[src/hdl/lr4_pkg.sv]
`timescale 1ns / 1ps
`default_nettype none

package lr4_pkg;

   localparam int NUM_CHANNELS_DEF = 8;

   // payload and register widths
   localparam int CH_W       = 3;
   localparam int SMP_W      = 24;
   localparam int COEF_W     = 32;
   localparam int GAIN_W     = 24;
   localparam int MIX_W      = 17;
   localparam int REG_IDX_W  = 3;
   localparam int CSR_DATA_W = 32;

   // arithmetic widths
   localparam int SIG_W  = 48;             // filter signal and delay states
   localparam int FRAC_W = 16;             // signal units below one sample LSB
   localparam int HALF_W = SIG_W / 2;      // multiplier operand split
   localparam int C_W    = COEF_W + 1;     // multiplier second operand, signed
   localparam int PL_W   = HALF_W + 1 + C_W;
   localparam int PH_W   = HALF_W + C_W;
   localparam int FULL_W = SIG_W + C_W + 1;
   localparam int MR_W   = 54;             // rounded product
   localparam int ACC_W  = 56;             // sums of rounded products
   localparam int O_W    = ACC_W - FRAC_W;

   localparam logic [MIX_W-1:0]  MIX_ONE        = 17'h10000;
   localparam logic [GAIN_W-1:0] GAIN_RESET     = 24'h100000;

   // register map
   localparam logic [REG_IDX_W-1:0] REG_COEF_B0  = 3'd0;
   localparam logic [REG_IDX_W-1:0] REG_COEF_B1  = 3'd1;
   localparam logic [REG_IDX_W-1:0] REG_COEF_B2  = 3'd2;
   localparam logic [REG_IDX_W-1:0] REG_COEF_A1  = 3'd3;
   localparam logic [REG_IDX_W-1:0] REG_COEF_A2  = 3'd4;
   localparam logic [REG_IDX_W-1:0] REG_WET_GAIN = 3'd5;
   localparam logic [REG_IDX_W-1:0] REG_WET_MIX  = 3'd6;

   // sequencer
   localparam int STEP_W = 4;
   localparam logic [STEP_W-1:0] LAST_STEP = 4'd15;

   typedef enum logic [1:0] {ST_IDLE, ST_RUN, ST_FINISH} state_type;

   typedef enum logic [1:0] {A_XS, A_Y, A_W, A_XD} a_sel_type;

   typedef enum logic [2:0] {
      C_B0, C_B1, C_B2, C_A1, C_A2, C_GAIN, C_DRY, C_WET
   } c_sel_type;

   typedef enum logic [1:0] {SH_30, SH_20, SH_16, SH_0} sh_type;

   typedef enum logic [3:0] {
      ACT_NONE, ACT_Y, ACT_T1, ACT_T2, ACT_ND1, ACT_ND2, ACT_W, ACT_M0, ACT_M1
   } act_type;

   typedef struct packed {
      a_sel_type a_sel;
      c_sel_type c_sel;
      sh_type    sh;
      act_type   act;
      logic      bank;
   } mop_type;

   typedef struct packed {
      logic    load;
      logic    finish;
      mop_type mop;
   } cmd_type;

   typedef struct packed {
      logic in_range;
   } sts_type;

   // clamp a wide sum to the signal range
   function automatic logic signed [SIG_W-1:0] sat_sig(input logic signed [ACC_W-1:0] v);
      logic [ACC_W-SIG_W:0] top;
      top = v[ACC_W-1:SIG_W-1];
      if (top == '0 || top == '1) begin
         return v[SIG_W-1:0];
      end
      if (v[ACC_W-1]) begin
         return {1'b1, {(SIG_W-1){1'b0}}};
      end
      return {1'b0, {(SIG_W-1){1'b1}}};
   endfunction

   // multiply schedule: each op's result passes the product and rounding registers
   function automatic mop_type step_cmd(input logic [STEP_W-1:0] step);
      mop_type m;
      m = '{a_sel: A_XS, c_sel: C_B0, sh: SH_30, act: ACT_NONE, bank: 1'b0};
      unique case (step)
         4'd0:  m = '{a_sel: A_XS, c_sel: C_B0, sh: SH_30, act: ACT_Y,   bank: 1'b0};
         4'd1:  m = '{a_sel: A_XS, c_sel: C_B1, sh: SH_30, act: ACT_T1,  bank: 1'b0};
         4'd2:  m = '{a_sel: A_XS, c_sel: C_B2, sh: SH_30, act: ACT_T2,  bank: 1'b0};
         4'd3:  m = '{a_sel: A_Y,  c_sel: C_A1, sh: SH_30, act: ACT_ND1, bank: 1'b0};
         4'd4:  m = '{a_sel: A_Y,  c_sel: C_A2, sh: SH_30, act: ACT_ND2, bank: 1'b0};
         4'd5:  m = '{a_sel: A_XS, c_sel: C_B0, sh: SH_30, act: ACT_Y,   bank: 1'b1};
         4'd6:  m = '{a_sel: A_XS, c_sel: C_B1, sh: SH_30, act: ACT_T1,  bank: 1'b1};
         4'd7:  m = '{a_sel: A_XS, c_sel: C_B2, sh: SH_30, act: ACT_T2,  bank: 1'b1};
         4'd8:  m = '{a_sel: A_Y,  c_sel: C_A1, sh: SH_30, act: ACT_ND1, bank: 1'b1};
         4'd9:  m = '{a_sel: A_Y,  c_sel: C_A2, sh: SH_30, act: ACT_ND2, bank: 1'b1};
         4'd10: m = '{a_sel: A_Y,  c_sel: C_GAIN, sh: SH_20, act: ACT_W,  bank: 1'b0};
         4'd11: m = '{a_sel: A_XD, c_sel: C_DRY,  sh: SH_0,  act: ACT_M0, bank: 1'b0};
         4'd13: m = '{a_sel: A_W,  c_sel: C_WET,  sh: SH_16, act: ACT_M1, bank: 1'b0};
         default: m.act = ACT_NONE;
      endcase
      return m;
   endfunction

endpackage

`default_nettype wire

[src/hdl/lr4_ctrl.sv]
`timescale 1ns / 1ps
`default_nettype none

module lr4_ctrl (
   input  logic             clock,
   input  logic             reset,
   input  logic             req_valid,
   output logic             req_ready,
   output logic             rsp_valid,
   input  logic             rsp_ready,
   input  lr4_pkg::sts_type sts,
   output lr4_pkg::cmd_type cmd
);
   import lr4_pkg::*;

   state_type         state_ff, state_in;
   logic [STEP_W-1:0] step_ff, step_in;
   logic              full_ff, full_in;

   always_ff @(posedge clock) begin
      if (reset) begin
         state_ff <= ST_IDLE;
         step_ff  <= '0;
         full_ff  <= 1'b0;
      end else begin
         state_ff <= state_in;
         step_ff  <= step_in;
         full_ff  <= full_in;
      end
   end

   always_comb begin
      state_in  = state_ff;
      step_in   = step_ff;
      cmd       = '0;
      req_ready = 1'b0;
      unique case (state_ff)
         ST_IDLE: begin
            req_ready = 1'b1;
            if (req_valid) begin
               cmd.load = 1'b1;
               step_in  = '0;
               state_in = ST_RUN;
            end
         end
         ST_RUN: begin
            if (!sts.in_range) begin
               state_in = ST_FINISH;      // unknown channel: pass the sample through
            end else begin
               cmd.mop = step_cmd(step_ff);
               if (step_ff == LAST_STEP) begin
                  state_in = ST_FINISH;
               end else begin
                  step_in = step_ff + 1'b1;
               end
            end
         end
         ST_FINISH: begin
            if (!full_ff || rsp_ready) begin
               cmd.finish = 1'b1;
               state_in   = ST_IDLE;
            end
         end
         default: state_in = ST_IDLE;
      endcase
   end

   always_comb begin
      if (cmd.finish) begin
         full_in = 1'b1;
      end else if (rsp_ready) begin
         full_in = 1'b0;
      end else begin
         full_in = full_ff;
      end
   end

   assign rsp_valid = full_ff;

   a_run_starts_at_zero: assert property (@(posedge clock) disable iff (reset)
      (state_ff == ST_RUN && $past(state_ff) == ST_IDLE) |-> step_ff == '0)
      else $error("sequence did not start at step zero");

   a_full_from_finish: assert property (@(posedge clock) disable iff (reset)
      $rose(full_ff) |-> $past(state_ff) == ST_FINISH)
      else $error("result register filled outside finish");

   a_no_overwrite: assert property (@(posedge clock) disable iff (reset)
      (state_ff == ST_FINISH && full_ff && !rsp_ready) |=> state_ff == ST_FINISH)
      else $error("pending result overwritten");

   a_last_step: assert property (@(posedge clock) disable iff (reset)
      (state_ff == ST_RUN && step_ff == LAST_STEP) |=> state_ff == ST_FINISH)
      else $error("sequence overran its last step");

   a_accept_runs: assert property (@(posedge clock) disable iff (reset)
      (req_valid && req_ready) |=> state_ff == ST_RUN)
      else $error("accepted sample not processed");

endmodule

`default_nettype wire

[config.mk]
export PLATFORM = sky130hd
export DESIGN_NAME = lr4_ctrl
export DESIGN_NICKNAME = d
export VERILOG_FILES = /design/src/hdl/lr4_pkg.sv /design/src/hdl/lr4_ctrl.sv
export SDC_FILE = /design/constraint.sdc
export NUM_CORES = 1
export LEC_CHECK = 0
export BUFFER_PORTS_ARGS = -buffer_cell sky130_fd_sc_hd__clkbuf_2
export CORE_MARGIN = 1
export CORE_UTILIZATION = 30
export CTS_BUF_LIST = sky130_fd_sc_hd__clkbuf_8
export DETAILED_ROUTE_END_ITERATION = 6
export HOLD_SLACK_MARGIN = 0.1
export PLACE_DENSITY = 0.48
export SETUP_SLACK_MARGIN = 0.3
export SLEW_MARGIN = 10
export SYNTH_ARGS = -nofsm -noshare
export SYNTH_HDL_FRONTEND = slang
export SYNTH_SLANG_ARGS = --single-unit
[constraint.sdc]
create_clock -name clock -period 2 [get_ports clock]
set_input_delay 0.4 -clock clock [delete_from_list [all_inputs] [get_ports clock]]
set_output_delay 0.4 -clock clock [all_outputs]
set_load 0.05 [all_outputs]
After elaboration in Yosys (flattened, before gate mapping)
Index checks and enable logic that the tools add are counted.
- flip-flop bits (word level): 7
- input port bits: 5
- logic and storage cells: 59
- equal/unequal tests: 20
- reductions and logical operators: 14
- $add $sub $neg: 1
- mux-type cells: 21
- operator list (cell ; number):
    $pmux W7 S7 ; 1
    $pmux W4 S8 ; 1
    $eq A4 B4 Y1 const B ; 6
    $mux W12 ; 2
    $eq A4 B3 Y1 const B ; 4
    $mux W4 ; 3
    $reduce_or A2 Y1 ; 5
    $eq A4 B2 Y1 const B ; 2
    $mux W1 ; 8
    $mux W2 ; 4
    $ne A2 B2 Y1 const B ; 4
    $pmux W4 S2 ; 1
    $pmux W2 S3 ; 1
    $reduce_or A5 Y1 ; 1
    $add A4 B1 Y4 const B ; 1
    $eq A4 B1 Y1 const B ; 1
    $logic_not A4 Y1 ; 1
    $reduce_and A4 Y1 ; 1
    $reduce_bool A2 Y1 ; 2
    $ne A3 B3 Y1 const B ; 1
    $reduce_and A3 Y1 ; 1
    $eq A2 B1 Y1 const B ; 1
    $eq A2 B2 Y1 const B ; 1
    $logic_not A2 Y1 ; 1
    other kinds (2) ; 2

Logic depth before layout (Yosys ltp)
Gate-level depths: netlist of the first run.
- word-level depth: 5
- gate-level depth with buffers: 6
- depth with buffers taken out: 5

Worst setup path before layout of the first run
No wires, ideal clock.
- path type: flip-flop to output port
- start point: register step_ff[1]
- end point: output cmd[8] (netlist name)
- arrival time: 2132 ps
- path slack: -532 ps
- data required time: 1600 ps
- path buffers: 1
- stages on the path, launching flop included: 7
- path through: dfxtp_1 -> inv_1 -> ha_1 -> buf_2 -> nand2b_1 -> o21ai_1 -> a221oi_1
- RTL lines (what ; RTL line ; RTL):
    start, declared ; lr4_ctrl.sv:17 ; logic [STEP_W-1:0] step_ff, step_in;
    start signal, assigned ; lr4_ctrl.sv:27 ; step_ff <= step_in;
    end, declared ; lr4_ctrl.sv:12 ; output lr4_pkg::cmd_type cmd

==> results of run 1 <==
## area by class of cell
| type | instances | area [µm²] |
|---|---|---|
| fillers | 180 | 780.7 |
| multi-input cells | 75 | 738.2 |
| repair buffers | 42 | 411.6 |
| flip-flops and latches | 7 | 155.1 |
| clock buffers | 3 | 41.29 |
| well taps | 28 | 35.03 |
| inverters | 5 | 25.02 |
| clock inverters | 1 | 3.754 |
## metrics by stage
| step | setup TNS [ns] | utilization | setup slack (ns) |
|---|---|---|---|
| 4_1_cts | 0 | 0.6265 | 0.03283 |
| 3_5_place_dp | 0 | 0.4820 | 0.04174 |
| 6_report | 0 | 0.6436 | 0.03562 |
| 2_1_floorplan | 0 | - | 0.1816 |
| 5_1_grt | -0.05480 | 0.6436 | -0.01529 |
| 3_3_place_gp | 0 | 0.4820 | 0.06818 |
## power by group through the flow
stage	combinational, mW	sequential, mW	clock (mW)
after floorplan	0.0751	0.154	0
after global placement	0.103	0.152	0
after detailed placement	0.103	0.152	0
after CTS	0.121	0.149	0.202
after global routing	0.129	0.150	0.210
final	0.123	0.149	0.194
## Yosys cell counts, types with 3 or more instances
| cell | number |
|---|---|
| nand2b_1 | 7 |
| buf_4 | 3 |
| ha_1 | 4 |
| a221oi_1 | 3 |
| o21ai_1 | 3 |
| inv_1 | 4 |
| dfxtp_1 | 7 |
| nand3_1 | 6 |
| a21oi_1 | 10 |
| nor3_1 | 4 |
| nand3b_1 | 3 |
| buf_2 | 8 |
| o211ai_1 | 4 |
| nor2_1 | 8 |
## routing by layer
| layer | wire length, µm | up-vias |
|---|---|---|
| met4 | 13 | 0 |
| li1 | - | 419 |
| met2 | 1113 | 15 |
| met1 | 952 | 398 |
| met3 | 37 | 2 |
| met5 | 0 | - |
## worst min path at each step
| stage | startpoint | endpoint | slack, ns |
|---|---|---|---|
| 3_3_place_gp | rsp_valid | rsp_valid | 0.50 |
| 3_5_place_dp | rsp_valid | rsp_valid | 0.50 |
| 5_1_grt | reset | state_ff[0] | 0.46 |
| 6_report | reset | step_ff[1] | 0.44 |
| 2_1_floorplan | reset | step_ff[0] | 0.46 |
| 4_1_cts | reset | step_ff[3] | 0.44 |
## repair_timing
item / CTS / global route
setup buffers: 13 / 0
endpoints found under the setup margin: 13 / 13
gates resized for setup: 45 / 15
pin swaps: 12 / 3
## critical path: stages, from the launching register on
cell and delay [ns]:
dfxtp_4 0.38, inv_4 0.05, ha_4 0.18, buf_6 0.14
nor3_2 0.13, a21oi_2 0.05, o211a_4 0.23, clkbuf_8 0.17
## sequential cells by signal, indices dropped and copies added, names as in the netlist
name and count:
step_ff 4, rsp_valid 1, state_ff 2
## logic make-up (layout without fill, tap and decap cells)
logic type,after synthesis,in the layout,synth area share
simple gates,39,39,0.3094
compound gates,32,32,0.3004
buf+inv,16,51,0.1169
flops,7,7,0.2014
fa+ha+maj,4,4,0.07195
==> impl_metrics.ini, run 1 <==
[outcome]
outcome = completed

[detailed_routing]
viasPerCell = 5.180
drtAntennaViolNets = 0
vias = 834
dr.pass1.iters = 4
wl_per_cell_um = 13.15
drt_iter0_markers = 9
drc = 0
wirelength_um = 2117

[yosys]
synth_edf_count = 0
ys_types = 33
netlist.top_cell.by_area = dfxtp_1
syn_inst = 98
synth_area_per_cell_um2 = 7.099
synth.yosys.warnings = 0
synth_fp_nets = 107
async_reset_ff_frac = 0
ys_seq_area_frac = 0.2014
netlist_area_um2 = 695.7
synthFlopType = dfxtp_1
synth_area_leaders = dfxtp_1 (20%), a21oi_1 (7.2%), ha_1 (7.2%)
yosys.area.top_type_share = 0.2014
synth-seq-cells = 7

[power_and_ir_drop]
power_switching_mw = 0.1421
p_clk_frac = 0.417
intPower_mw = 0.3241
pwr-share-comb = 0.264
p_sw_frac = 0.3048
fin_total_pwr_mw = 0.4662
p_per_area_mw_per_mm2 = 330.6
p_leak_nw = 0.5158
peakVddDrop_mv = 0.3530
seqPwrFrac = 0.320

[timing]
fmax_mhz = 509.1
worst_pin_slew_ns = 0.3201
min_period_ns = 1.964
rsz0062_at_grt = yes
whs_ns = 0.4427
period_share = 0.9822
slew_viol_final = 0
max_slew_margin = 0.7866
hold_viol = 0
finClkSkew_ns = 0.0005914
setup_violations = 0

[critical_path]
path_class = reg2out
r2r-end = step_ff[2]
critPathLaunch = step_ff[1]
cp_max_fo = 6
r2r-start = step_ff[0]
worstPathRequired_ns = 1.60
worstPathArrival_ns = 1.56
reg2reg_depth = 5
startpoint_type = flop
end_kind = primary output
reg2reg_slack_ns = 0.65
setup.worst_path.end = cmd[2]

[cts]
ctsHoldBuffers = 0
htreeDepth = 1
cts.clk_slew.worst_paths_ns = 0.04
cts_inserted_buffers = 3
clockBufferDepth = 2
cts_tree = built
clock_latency_ns = 0.22
cts-root-buf = clkbuf_8
clock_sinks = 7

[grt]
grt_pass1_wl_um = 3484
gr-total-overflow = 0
gr-usage-met1 = 0.2122
grt_max_degree = 14
antenna_found_initial = 0
grt_use_total = 0.1817
met2_usage = 0.3244
grt_pass1_vias = 835
grt-busiest-layer = met2
use_met3 = 0.01818

[die]
dieWidth_um = 50.16
rows = 17
coreArea_mm2 = 0.002191
dieHeight_um = 50.16
ioPinCount = 21
dieArea_mm2 = 0.002516
start_util = 0.3175

[finish]
final_common_cell = buf_4
stdcell_area_mm2 = 0.001410
final_cells = 161
nets = 143
final_cell_mix = buf_4 (19), buf_8 (9), clkbuf_2 (7)
area_delta_synth_final_pct = 102.7
drive_gt1_frac = 0.6391
diodes = 0

[run]
drv_cap = 0

[placement]
dpl.hpwl_um = 1395
port_buffers = 20
place.gp.congestion = 0.7288
placed_area_mm2 = 0.001056
dp.cells = 144

[min_path]
holdCritPathClass = in2reg
whs_path_depth = 2
(Power assumes the default switching activity.)
==> run 2, diff against run 1 <==
--- a/config.mk
+++ b/config.mk
@@ -12,8 +12,10 @@
 export DETAILED_ROUTE_END_ITERATION = 6
 export HOLD_SLACK_MARGIN = 0.1
 export PLACE_DENSITY = 0.48
+export RECOVER_POWER = 100
 export SETUP_SLACK_MARGIN = 0.3
 export SLEW_MARGIN = 10
 export SYNTH_ARGS = -nofsm -noshare
 export SYNTH_HDL_FRONTEND = slang
 export SYNTH_SLANG_ARGS = --single-unit
+export TNS_END_PERCENT = 20
==> run 2 against run 1 <==
Compared with the run above:
- the flow now finishes with violations (setup timing)
- flip-flop and latch count unchanged
- fmax down 3.0%
- clock power about the same
- die area unchanged
- largest power group unchanged
==> impl_metrics.ini, run 2 (synthesized netlist as in run 1, its figures left out) <==
[placement]
placed_area_mm2 = 0.001060
dp_slack_ns = 0.05548
place.gp.congestion = 0.8203
port_buffers = 20
dpl.hpwl_um = 1551

[grt]
grt_max_degree = 13
grt_pass1_vias = 831
grt_use_total = 0.1877
gr-total-overflow = 0
grt_pass1_wl_um = 3553
antenna_found_initial = 0

[cts]
ctsHoldBuffers = 0
cts-root-buf = clkbuf_8
clock_latency_ns = 0.23
clockBufferDepth = 2
cts_tree = built
cts.clk_slew.worst_paths_ns = 0.04
htreeDepth = 1
clock_sinks = 7
cts_inserted_buffers = 3

[die]
ioPinCount = 21
start_util = 0.3175
coreArea_mm2 = 0.002191
dieArea_mm2 = 0.002516
rows = 17
dieWidth_um = 50.16
dieHeight_um = 50.16

[finish]
largest_register_ffs = 4
diodes = 0
final_common_cell = buf_4
nets = 143
regMostFlops = step_ff
area_delta_synth_final_pct = 90.29
drive_gt1_frac = 0.5414
stdcell_area_mm2 = 0.001324
final_cell_mix = buf_4 (20), nor2_1 (7), a21oi_1 (6), nand3_1 (6), clkbuf_8 (6)
nFillCells = 196

[power_and_ir_drop]
peakVddDrop_mv = 0.3619
p_per_area_mw_per_mm2 = 344.8
p_leak_nw = 0.4822

[detailed_routing]
drc = 0
drtAntennaViolNets = 0
dr.pass1.iters = 4
wirelength_um = 2098
viasPerCell = 5.267
wl_per_cell_um = 13.03
vias = 848
drt_iter0_markers = 7

[timing]
slew_viol_final = 0
setup-tns-final_ns = -0.02854
max_slew_margin = 0.6102
hold_viol = 0
setup_violations = 2
period_share = 1.012
timing.final.ws_setup_ns = -0.02456
min_period_ns = 2.025
worst_pin_slew_ns = 0.5873
fmax_mhz = 493.9
finClkSkew_ns = 0.002827
rsz0062_at_grt = yes

[critical_path]
crit_cells = 7
crit_buf_inv = 3
crit_chain = inv_4 -> ha_4 -> buf_4 -> nor3_2 -> a21oi_2 -> o211a_1 -> buf_8
startpoint_type = flop
cp_max_fo = 5
critPathMaxStageDelay_ns = 0.38
worstPathRequired_ns = 1.60
critPathTopFamily = flip-flops
reg2reg_depth = 4
worstPathArrival_ns = 1.62
end_kind = primary output
worst_path_max_delay_cell = dfxtp_4
path_class = reg2out

[min_path]
holdCritPathClass = in2reg
whs_path_depth = 2

[outcome]
outcome = finished, violations left
violations = setup timing

[run]
drv_cap = 0
run 2: changes by cell type in the layout (fill, tap and decap cells not counted), sizes merged:
cell	delta
buf	-2
clkbuf	+2
run 2: report_power, final:
| part | switching [mW] | internal (mW) | leakage [nW] | total [mW] |
|---|---|---|---|---|
| Sequential | 0.00566 | 0.142 | 0.0596 | 0.148 |
| Clock | 0.0613 | 0.133 | 0.0269 | 0.194 |
| Combinational | 0.0701 | 0.0445 | 0.396 | 0.115 |
run 2: area by class of cell:
type / count / area, µm² / share of cell area
clock buffers: 3 / 41.29 / 0.03119
clock inverters: 1 / 3.754 / 0.002836
inverters: 5 / 27.53 / 0.02079
multi-input cells: 75 / 660.6 / 0.4991
flip-flops and latches: 7 / 152.6 / 0.1153
well taps: 28 / 35.03 / 0.02647
repair buffers: 42 / 402.9 / 0.3043
run 2: timing repair:
action | in CTS | in global routing
buffers inserted | 6 | 1
resized for setup | 37 | 13
setup endpoints to repair | 13 | 13
pin swaps | 8 | 4
run 2: metal layers:
metal,wire length [µm],GRT usage
met1,855,0.1945
met2,1113,0.3467
met3,66,0.02727
met4,62,0.1190
met5,0,0
run 2: path summary, 6_finish.rpt:
check | start | to | slack [ns]
setup / recovery | step_ff[1] | cmd[2] | -0.02
hold / removal | reset | step_ff[1] | 0.44
setup reg to reg | step_ff[2] | step_ff[3] | 0.50
hold reg to reg | rsp_valid | rsp_valid | 0.52
run 2: through the flow:
step                      instances  hold slack, ns    util  power, mW
after floorplan                  98          0.4617       -     0.2254
after global placement          150          0.4956  0.4837     0.2555
after detailed placement        150          0.5125  0.4837     0.2565
after CTS                       160          0.4349  0.5922     0.4628
after global routing            161          0.4512  0.6042     0.4837
final                           161          0.4351  0.6042     0.4565
==> run 3, diff against run 2 <==
==> constraint.sdc (replaced) <==
create_clock -name clock -period 2.05 [get_ports clock]
set_input_delay 0.41 -clock clock [delete_from_list [all_inputs] [get_ports clock]]
set_output_delay 0.41 -clock clock [all_outputs]
set_load 0.05 [all_outputs]
==> run 3 against run 2 <==
Compared with the run above:
- the run now ends clean
- sequential share of layout area grew 1.4 points
- setup slack improved by 0.076 ns
- via count down 6.1%
- critical path depth down 1
- core utilization decreased by 7.6 points
- flip-flop and latch count unchanged
- sequential power hardly changed
- worst hold slack better by 0.0052 ns
- final area fell by 13%
- total power fell by 3.6%
==> impl_metrics.ini, run 3 (synthesized netlist as in run 1, its figures left out) <==
[critical_path]
path_class = reg2out
end_kind = primary output
cp_max_fo = 8
reg2reg_slack_ns = 0.72
worstPathRequired_ns = 1.64
worstPathArrival_ns = 1.59
startpoint_type = flop

[placement]
dpl.hpwl_um = 1445
dp.cells = 147
placed_area_um2 = 996.0
port_buffers = 20
place.gp.congestion = 0.7326

[timing]
finClkSkew_ns = 0.003027
period_share = 0.9748
rsz0062_at_grt = yes
slew_viol_final = 0
hold_viol = 0
min_period_ns = 1.998
fmax_mhz = 500.4
setup-tns-final_ns = 0
setup_violations = 0
worst_pin_slew_ns = 0.5916
whs_ns = 0.4403
max_slew_margin = 0.6073

[power_and_ir_drop]
intPower_mw = 0.3037
seqPwrFrac = 0.332
peakVddDrop_mv = 0.4377
power_switching_mw = 0.1363
p_per_area_mw_per_mm2 = 380.2
p_clk_frac = 0.442
pwr-share-comb = 0.225
p_sw_frac = 0.3097
p_leak_nw = 0.4204

[die]
start_util = 0.3175
rows = 17
dieHeight_um = 50.16
coreArea_mm2 = 0.002191
ioPinCount = 21
dieWidth_um = 50.16
dieArea_mm2 = 0.002516

[cts]
clock_sinks = 7
clockBufferDepth = 2
cts_tree = built
ctsHoldBuffers = 0
htreeDepth = 1
cts.clk_slew.worst_paths_ns = 0.04
cts_inserted_buffers = 3
cts-root-buf = clkbuf_8
clock_latency_ns = 0.23

[finish]
final_common_cell = buf_4
stdcell_area_mm2 = 0.001157
nets = 136
largest_register_ffs = 4
final_cell_mix = buf_4 (16), clkbuf_2 (11), nor2_1 (6), a21oi_1 (6), nand3_1 (6)
post-route-util = 0.5283
final_cells = 154
diodes = 0
regMostFlops = step_ff
drive_gt1_frac = 0.4762
area_delta_synth_final_pct = 66.37

[grt]
grt_max_degree = 13
grt_pass1_wl_um = 3132
grt_pass1_vias = 729
grt_use_total = 0.1626
gr-total-overflow = 0
antenna_found_initial = 0

[detailed_routing]
drtAntennaViolNets = 0
wirelength_um = 1959
dr.pass1.iters = 4
viasPerCell = 5.169
drt_iter0_markers = 17
wl_per_cell_um = 12.72
drc = 0
vias = 796

[min_path]
holdCritPathClass = in2reg

[run]
drv_cap = 0

[outcome]
outcome = completed
[run 3: cell count changes in the layout (fill, tap and decap cells not counted), moves of 3 or more]
cell      delta
nor3_2       -3
buf_6        -3
buf_4        -4
buf_8        -4
clkbuf_2     +7
[run 3: layer usage]
layer / track usage / vias to the layer above / part of all wire
met3: 0.02121 / 3 / 0.029
met5: 0 / - / 0
met2: 0.2778 / 17 / 0.52
met4: 0.1048 / 0 / 0.016
li1: - / 411 / -
met1: 0.1882 / 365 / 0.43
[run 3: timing repair]
action                                  in CTS  in global routing
pin swaps                                    1                  4
setup buffers                                2                  1
gates resized for setup                     24                 12
gates cloned                                 0                  0
endpoints found under the setup margin      13                 13
[run 3: power groups by stage]
| stage | registers, mW | clock network, mW | logic, mW |
|---|---|---|---|
| after global placement | 0.149 | 0 | 0.0928 |
| final | 0.146 | 0.195 | 0.0992 |
| after CTS | 0.146 | 0.197 | 0.0977 |
| after detailed placement | 0.149 | 0 | 0.0923 |
| after floorplan | 0.151 | 0 | 0.0681 |
| after global routing | 0.147 | 0.203 | 0.106 |
[run 3: final cells by class]
| type | instances | area [µm²] |
|---|---|---|
| Fill cell | 215 | 1033 |
| Multi-Input combinational cell | 75 | 649.4 |
| Timing Repair Buffer | 35 | 250.2 |
| Sequential cell | 7 | 150.1 |
| Clock buffer | 3 | 41.29 |
| Tap cell | 28 | 35.03 |
| Inverter | 5 | 27.53 |
| Clock inverter | 1 | 3.754 |
[run 3: worst max-delay path: stages (launching register included)]
cell	delay [ns]
dfxtp_4	0.37
inv_4	0.08
ha_4	0.18
o32ai_2	0.10
buf_4	0.17
a221oi_4	0.21
buf_4	0.23
[run 3: worst paths after layout]
kind,start,end,depth (start not counted)
setup / recovery,step_ff[0],cmd[3],6
hold / removal,reset,step_ff[0],2
setup reg to reg,step_ff[1],step_ff[1],5
hold reg to reg,rsp_valid,rsp_valid,2
[run 3: through the flow]
step	power (mW)	setup slack, ns
finish	0.4400	0.05159
global route	0.4566	0.005825
CTS	0.4413	0.03805
detailed placement	0.2416	0.04185
global placement	0.2416	0.07391
floorplan	0.2188	0.1905
